--- src/design/sce_pkg.sv ---
`timescale 1ns / 1ps

package sce_pkg;

    typedef enum logic [2:0] {
        MODE_ENV_WRITE  = 3'd0,
        MODE_LEN_WRITE  = 3'd1,
        MODE_LEN_ENABLE = 3'd2,
        MODE_TRIGGER    = 3'd3,
        MODE_LEN_TICK   = 3'd4,
        MODE_ENV_TICK   = 3'd5,
        MODE_RESET      = 3'd6
    } mode_t;

    localparam logic [8:0] LENGTH_MAX_RESET = 9'd64;
    localparam logic [8:0] LENGTH_MAX_LIMIT = 9'd256;
    localparam logic [7:0] DAC_MASK         = 8'hF8;
    localparam logic [3:0] VOL_MAX          = 4'hF;

    typedef struct packed {
        logic [2:0] mode;
        logic [7:0] data;
    } in_item_t;

    typedef struct packed {
        logic       channel_on;
        logic [3:0] volume_level;
        logic [7:0] envelope_readback;
        logic       dac_enabled;
        logic       length_on;
        logic [8:0] length_left;
    } out_item_t;

endpackage

--- src/design/sound_channel_envelope_length_unit.sv ---
`timescale 1ns / 1ps
// An accepted item goes through the input register, then the result register, to result valid.
// Throughput: one item per cycle while out_stall is low; the whole state update is one pass
// of logic between the input register and the result register.
// Stall from the output side backs up into in_stall only when both registers hold items.
// Reset (rst_n low, asynchronous): channel state cleared, length_max back to 64,
// no items held.
module sound_channel_envelope_length_unit
(
    input  logic                clk,
    input  logic                rst_n,
    input  logic                in_valid,
    output logic                in_stall,
    input  sce_pkg::in_item_t   in_item,
    output logic                out_valid,
    input  logic                out_stall,
    output sce_pkg::out_item_t  out_item,
    input  logic                cfg_wr_en,
    input  logic [8:0]          cfg_wr_data
);
    import sce_pkg::*;

    logic       in_valid_reg;
    in_item_t   in_item_reg;
    logic       out_valid_reg;
    out_item_t  out_item_reg;
    logic [8:0] length_max_reg;

    logic [7:0] env_reg,    env_next;
    logic [2:0] env_count_reg,  env_count_next;
    logic [2:0] env_period_reg, env_period_next;
    logic       env_up_reg,     env_up_next;
    logic [3:0] vol_reg,        vol_next;
    logic [8:0] len_count_reg,  len_count_next;
    logic       len_enable_reg, len_enable_next;
    logic       dac_flag_reg,   dac_flag_next;
    logic       active_reg,     active_next;

    logic       advance;
    logic       step;
    logic [2:0] env_count_inc;
    logic [8:0] len_count_dec;
    out_item_t  result;

    assign advance  = !out_valid_reg || !out_stall;
    assign step     = in_valid_reg && advance;
    assign in_stall = in_valid_reg && !advance;

    assign out_valid = out_valid_reg;
    assign out_item  = out_item_reg;

    assign env_count_inc = env_count_reg + 3'd1;
    assign len_count_dec = len_count_reg - 9'd1;

    always_comb
    begin
        env_next        = env_reg;
        env_count_next  = env_count_reg;
        env_period_next = env_period_reg;
        env_up_next     = env_up_reg;
        vol_next        = vol_reg;
        len_count_next  = len_count_reg;
        len_enable_next = len_enable_reg;
        dac_flag_next   = dac_flag_reg;
        active_next     = active_reg;
        case (in_item_reg.mode)
            MODE_ENV_WRITE:
            begin
                dac_flag_next = |(in_item_reg.data & DAC_MASK);
                if (!dac_flag_next)
                begin
                    active_next = 1'b0;
                end
                env_next = in_item_reg.data;
            end
            MODE_LEN_WRITE:
            begin
                len_count_next = {1'b0, in_item_reg.data};
            end
            MODE_LEN_ENABLE:
            begin
                len_enable_next = in_item_reg.data[0];
            end
            MODE_TRIGGER:
            begin
                env_count_next  = 3'd0;
                env_period_next = env_reg[2:0];
                env_up_next     = env_reg[3];
                vol_next        = env_reg[7:4];
                if (len_count_reg == 9'd0)
                begin
                    len_count_next = length_max_reg;
                end
                active_next = dac_flag_reg;
            end
            MODE_LEN_TICK:
            begin
                if (len_enable_reg && len_count_reg != 9'd0)
                begin
                    len_count_next = len_count_dec;
                    if (len_count_dec == 9'd0)
                    begin
                        active_next = 1'b0;
                    end
                end
            end
            MODE_ENV_TICK:
            begin
                if (env_period_reg != 3'd0)
                begin
                    env_count_next = env_count_inc;
                    if (env_count_inc == env_period_reg)
                    begin
                        env_count_next = 3'd0;
                        // saturate at either end
                        if (env_up_reg)
                        begin
                            if (vol_reg != VOL_MAX)
                            begin
                                vol_next = vol_reg + 4'd1;
                            end
                        end
                        else if (vol_reg != 4'd0)
                        begin
                            vol_next = vol_reg - 4'd1;
                        end
                    end
                end
            end
            MODE_RESET:
            begin
                env_next        = 8'd0;
                env_count_next  = 3'd0;
                env_period_next = 3'd0;
                env_up_next     = 1'b0;
                vol_next        = 4'd0;
                len_count_next  = 9'd0;
                len_enable_next = 1'b0;
                dac_flag_next   = 1'b0;
                active_next     = 1'b0;
            end
            default:
            begin
            end
        endcase

        result.channel_on        = active_next;
        result.volume_level      = vol_next;
        result.envelope_readback = env_next;
        result.dac_enabled       = dac_flag_next;
        result.length_on         = len_enable_next;
        result.length_left       = len_count_next;
    end

    always_ff @(posedge clk or negedge rst_n)
    begin
        if (!rst_n)
        begin
            length_max_reg <= LENGTH_MAX_RESET;
        end
        else if (cfg_wr_en)
        begin
            // clamp anything above 256
            length_max_reg <= (cfg_wr_data > LENGTH_MAX_LIMIT) ? LENGTH_MAX_LIMIT : cfg_wr_data;
        end
    end

    always_ff @(posedge clk or negedge rst_n)
    begin
        if (!rst_n)
        begin
            in_valid_reg  <= 1'b0;
            out_valid_reg <= 1'b0;
        end
        else
        begin
            if (advance)
            begin
                out_valid_reg <= in_valid_reg;
            end
            if (!in_stall)
            begin
                in_valid_reg <= in_valid;
            end
        end
    end

    always_ff @(posedge clk)
    begin
        if (in_valid && !in_stall)
        begin
            in_item_reg <= in_item;
        end
        if (step)
        begin
            out_item_reg <= result;
        end
    end

    always_ff @(posedge clk or negedge rst_n)
    begin
        if (!rst_n)
        begin
            env_reg        <= 8'd0;
            env_count_reg  <= 3'd0;
            env_period_reg <= 3'd0;
            env_up_reg     <= 1'b0;
            vol_reg        <= 4'd0;
            len_count_reg  <= 9'd0;
            len_enable_reg <= 1'b0;
            dac_flag_reg   <= 1'b0;
            active_reg     <= 1'b0;
        end
        else if (step)
        begin
            env_reg        <= env_next;
            env_count_reg  <= env_count_next;
            env_period_reg <= env_period_next;
            env_up_reg     <= env_up_next;
            vol_reg        <= vol_next;
            len_count_reg  <= len_count_next;
            len_enable_reg <= len_enable_next;
            dac_flag_reg   <= dac_flag_next;
            active_reg     <= active_next;
        end
    end

`ifndef NO_ASSERTIONS
    a_active_needs_dac: assert property (@(posedge clk) disable iff (!rst_n)
        active_reg |-> dac_flag_reg)
        else $error("channel active without DAC power");

    a_stall_only_when_full: assert property (@(posedge clk) disable iff (!rst_n)
        in_stall |-> (out_valid_reg && out_stall))
        else $error("input stalled while result register can drain");

    a_length_max_range: assert property (@(posedge clk) disable iff (!rst_n)
        length_max_reg <= LENGTH_MAX_LIMIT)
        else $error("length_max above limit");

    a_reset_item_clears: assert property (@(posedge clk) disable iff (!rst_n)
        (step && in_item_reg.mode == MODE_RESET) |=> (!active_reg && len_count_reg == 9'd0))
        else $error("channel reset item left state behind");
`endif

endmodule
--- config.mk ---
export PLATFORM = sky130hd
export DESIGN_NAME = sound_channel_envelope_length_unit
export DESIGN_NICKNAME = d
export VERILOG_FILES = /design/src/design/sce_pkg.sv /design/src/design/sound_channel_envelope_length_unit.sv
export SDC_FILE = /design/constraint.sdc
export NUM_CORES = 1
export LEC_CHECK = 0
export ABC_AREA = 1
export ABC_CLOCK_PERIOD_IN_PS = 2300
export BUFFER_PORTS_ARGS = -buffer_cell sky130_fd_sc_hd__buf_2
export CORE_UTILIZATION = 35
export CTS_CLUSTER_DIAMETER = 40
export DETAILED_ROUTE_END_ITERATION = 12
export PLACE_DENSITY_LB_ADDON = 0.05
export SLEW_MARGIN = 20
export SYNTH_ARGS = -nofsm -noshare
export SYNTH_HDL_FRONTEND = slang
export SYNTH_SLANG_ARGS = --single-unit
--- constraint.sdc ---
create_clock -name clk -period 2.3 [get_ports clk]
set_input_delay 0.345 -clock clk [delete_from_list [all_inputs] [get_ports clk]]
set_output_delay 0.345 -clock clk [all_outputs]
set_load 0.005 [all_outputs]
-- Word-level counts from Yosys, hierarchy flattened
Index checks and enable logic that the tools add are counted.
- flip-flop bits (word level): 77
- output and inout port bits: 26
- $add $sub $neg: 4
- order comparisons: 1
- equality and inequality tests: 9
- multiplexer cells: 22
- reductions and logical operators: 21
- operator list (cell ; count):
    $pmux W9 S4 ; 1
    $mux W9 ; 3
    $mux W4 ; 5
    $logic_not A9 Y1 ; 2
    $pmux W8 S2 ; 1
    $pmux W3 S2 ; 2
    $pmux W4 S3 ; 1
    $eq A3 B3 Y1 const B ; 3
    $gt A9 B9 Y1 const B ; 1
    $reduce_bool A9 Y1 ; 1
    $sub A9 B1 Y9 const B ; 1
    $eq A3 B2 Y1 const B ; 2
    $mux W3 ; 2
    $pmux W1 S2 ; 3
    $reduce_or A5 Y1 ; 1
    $add A4 B1 Y4 const B ; 1
    $logic_and A1 B1 Y1 ; 4
    $logic_not A1 Y1 ; 4
    $ne A4 B4 Y1 const B ; 1
    $pmux W1 S4 ; 1
    $reduce_bool A2 Y1 ; 2
    $reduce_bool A4 Y1 ; 1
    $sub A4 B1 Y4 const B ; 1
    $add A3 B1 Y3 const B ; 1
    10 further kinds ; 12

-- Depth between registers and ports, before layout
- depth after elaboration: 6
- gate-level depth with buffers: 13
- gate-level depth less buffers: 13

-- Least setup slack after synthesis
Ideal clock, no wire load.
- path kind: register -> register
- start point: register out_valid_reg, in the netlist out_valid
- end point: register out_item_reg (netlist bit out_item[0]) (enable)
- library setup time: 0.396 ns
- arrival time: 1.839 ns
- data required time: 1.904 ns
- slack: 0.065 ns
- stages on the path, launching flop included: 6
- path buffers: 2
- period minus slack after synthesis: 2.235 ns
- cell sequence: dfrtp_1 nand2_1 inv_1 nor2_1 buf_2 clkbuf_1
- word-level cells in the longest chain between the ends: 3
- ends and longest elaborated chain (element ; line ; text):
    from (decl) ; sound_channel_envelope_length_unit.sv:25 ; logic out_valid_reg;
    from (signal assigned) ; sound_channel_envelope_length_unit.sv:179 ; out_valid_reg <= in_valid_reg;
    $logic_not A1 Y1 ; sound_channel_envelope_length_unit.sv:45 ; assign advance = !out_valid_reg || !out_stall;
    $logic_or A1 B1 Y1 ; sound_channel_envelope_length_unit.sv:45 ;
    $logic_and A1 B1 Y1 ; sound_channel_envelope_length_unit.sv:46 ; assign step = in_valid_reg && advance;
    via step ; sound_channel_envelope_length_unit.sv:40 ; logic step;
    to (signal assigned) ; sound_channel_envelope_length_unit.sv:196 ; out_item_reg <= result;
    to (decl) ; sound_channel_envelope_length_unit.sv:26 ; out_item_t out_item_reg;
The timed path passes the listed nets, and every way through them passes these cells.
A chain may end at the register's enable or synchronous reset.

-- Worst setup path after layout
- start point: register len_count_reg[0]
- end point: register out_item_reg (netlist bit out_item[5]), data pin
- word-level cells in the longest chain between the ends: 4
- elaborated cells between the ends (all ways): 7
- those cells by class: add/sub (1); mux (3); reduce/logical (3)
- ends and longest elaborated chain (element ; line ; text):
    from (decl) ; sound_channel_envelope_length_unit.sv:34 ; logic [8:0] len_count_reg, len_count_next;
    from (signal assigned) ; sound_channel_envelope_length_unit.sv:221 ; len_count_reg <= len_count_next;
    branches (longest 3 deep; another with $sub A9 B1 Y9) ; -- ;
    $pmux W9 S4 * ; sound_channel_envelope_length_unit.sv:66 ; case (in_item_reg.mode)
    via len_count_next[5] ; sound_channel_envelope_length_unit.sv:34 ;
Mark *: on every way through the listed nets, which the timed path passes.

==> metrics.txt <==
# hold bufs at CTS=0; Crit-path slowest cell=dfrtp_1; first-pass GRT wire length=between 15000 and 20000 µm; post-synthesis async set-or-reset flop share=0.545; Top Ports=roughly 50; n_diodes=0; Synth Flop Type=dfrtp_1; Placer Congestion=~0.84; Critical Path Start Type=register; Slew HR=0.616; DR WL/cell=14.7 µm; final hold violations=0; reg2reg start=len_count_reg[0]; Max Cap Violations=0; placed instance area=0.00439 mm²; Net Sw Frac=0.377; Yosys reg bits=between 70 and 80; die area=0.0116 mm²; Tot Pwr=roughly 5.2 mW; Critical Path End=out_item[5]; worst vdd ir=~0.54 mV; worst-margin pin slew=between 0.5 and 0.6 ns; CP max FO=9; internal power=approximately 3.2 mW; Clock Sinks=77; final WL=between 9000 and 10000 µm; RSZ-0062 raised after global routing=false; row cnt=38; Comb pwr share=0.358; core area=0.0108 mm²; CTS tree=built; min cycle time layout=2.03 ns; fin nets=roughly 550; vias in the first global route=3097; multi-input logic area=0.00151 mm²; Net Sw Power=approximately 2 mW; Die Width=108 µm; vias=3199; GRT busiest layer=met2; GRT Total Usage=0.187; result of the run=completed; CTS resizes=0; WS Path Type=register to register; most frequent cells in the layout=nand2_1 (130), inv_1 (64), o21ai_0 (50), buf_2 (50), dfrtp_1 (41); Worst Skew=0.0129 ns; syn nets=488; DR pass1 iterations=4; Seq/Total Area, Yosys=0.539; initial antenna violation count=0; Post-Syn Area=0.00390 mm²; fmax=0.493 GHz; Crit. Startpoint=len_count_reg[0]; leakage dissipation=approximately 2.2 nW; slowest stage delay, CP=roughly 0.41 ns; number of flops mapped to enable cells by yosys=35; commonest non-fill, non-tap cell in the layout=nand2_1; Critical R2R Capture=out_item[5]; Worst Hold Class=input port to async pin; # DRC=0; maximum clock insertion buffer count=2; DRT antenna net count=0; global-route met3 utilization=0.0575; die height=roughly 110 µm; CTS H-tree depth=3; met2 Use GR=0.284; Mapped Cells=458; critical path arrival=roughly 2.2 ns; setup_tns=0 ns; setup slack, reg-to-reg=between 0.2 and 0.3 ns; critical path required time=approximately 2.4 ns; max reg flops=24; vias per cell=around 4.8; Starting Density=0.360; grt met1 use=0.256; crit-path most repeated cell=nand2_1; Setup Fix Bufs, Post-CTS=0; synth unique cells=35; clock slew at the register clock pins of the worst setup and hold paths=about 0.070 ns; largest net degree at the start of global routing=between 60 and 70; Final Cell Area=0.00463 mm²; storage element area=0.00210 mm²; CP endpoint kind=register; Iter 0 DRT Violations=119; PD cells=1120 mW/mm²; Layout area overhead=18.6%; yosys warns=0; total CTS buffers=9; Tcrit/Tclk final=0.881; setup violators final=0; final design utilization=0.427; worst skew pair latency=approximately 0.37 ns; share of cells above drive strength 1=0.171; PortBufs=50; fillers=1114; Final Max Tran Viols=0; worst path cell trace=inv_1, ha_1, nand2_1, nor2_1, nand3_2, nand2_2, nand2_1, nand3_1, nand2_1, nor2_1, inv_1; gr ovfl total=0; Reg power frac=0.400; clock share of power=0.242; CTS Root Cell=clkbuf_8; Post-Syn Area per Cell=8.52 µm²; DPL Wire Length=7040 µm; r2r worst-path depth=11
==> how the worst min path moves through the flow <==
stage | startpoint | endpoint | slack (ns) | depth (start not counted)
2_1_floorplan | rst_n | active_reg | 0.05 | 0
3_3_place_gp | active_reg | active_reg | 0.47 | 2
3_5_place_dp | rst_n | len_count_reg[4] | 0.47 | 2
4_1_cts | rst_n | len_count_reg[3] | 0.06 | 2
5_1_grt | rst_n | len_count_reg[3] | 0.1 | 2
6_report | rst_n | len_count_reg[4] | 0.05 | 2
==> cells in the mapped netlist (2+ instances only) <==
cell type / n / area share
a21oi_1: 10 / 0.013
a22o_1: 2 / 0.0045
buf_2: 3 / 0.0038
clkbuf_1: 4 / 0.0038
dfrtp_1: 41 / 0.26
edfxtp_1: 35 / 0.27
ha_1: 5 / 0.016
inv_1: 64 / 0.062
inv_4: 2 / 0.0032
nand2_1: 130 / 0.13
nand2_2: 2 / 0.0032
nand2_4: 3 / 0.0087
nand3_1: 35 / 0.045
nand4_1: 12 / 0.019
nor2_1: 27 / 0.026
nor3_1: 3 / 0.0038
nor3_4: 2 / 0.0083
nor4_1: 2 / 0.0032
o211ai_1: 2 / 0.0038
o21ai_0: 50 / 0.064
o221ai_1: 2 / 0.0045
o22ai_1: 7 / 0.011
xor2_1: 3 / 0.0067
==> power by group through the flow <==
stage | logic (mW) | registers, mW | clock network (mW)
final | 1.85 | 2.07 | 1.25
after detailed placement | 1.86 | 2.08 | 0
after global routing | 2.15 | 2.11 | 1.36
after CTS | 1.87 | 2.06 | 1.31
after floorplan | 1.33 | 2.02 | 0
after global placement | 1.86 | 2.09 | 0
==> cells by family (layout without fill, tap and decap cells) <==
logic type | after synthesis | in the layout | synth area share
simple gates | 219 | 219 | 0.249
compound gates | 78 | 78 | 0.113
flops | 77 | 77 | 0.539
buf+inv | 75 | 143 | 0.0744
fa+ha+maj | 5 | 5 | 0.0160
xor+xnor | 4 | 4 | 0.00898
==> critical path: cells and delay by family, from the launching register on <==
kind	cells	cell delay, ns
simple gates	8	0.84
flops	1	0.41
fa+ha+maj	1	0.30
buf+inv	2	0.23
==> metal layers <==
metal  share of wire  wire [µm]  vias up
met1            0.50       4900     1467
met3           0.047        462       11
met4           0.013        126        0
met2            0.44       4300       71
met5               0          0        -
li1                -          -     1650
==> stage by stage <==
stage                     hold WS [ns]  instances  worst slack (ns)
final                           0.0541        666             0.273
after global routing            0.0978        666            0.0327
after CTS                       0.0611        666             0.256
after detailed placement         0.472        650             0.261
after global placement           0.467        650             0.327
after floorplan                 0.0494        458            0.0648
==> layout make-up <==
cell class,instances,area share
Sequential cell,77,0.455
Inverter,67,0.0554
Clock inverter,5,0.0214
Multi-Input combinational cell,306,0.327
Timing Repair Buffer,60,0.0730
Tap cell,140,0.0379
Clock buffer,11,0.0306
No activity file was read; power rests on OpenSTA's default activity.
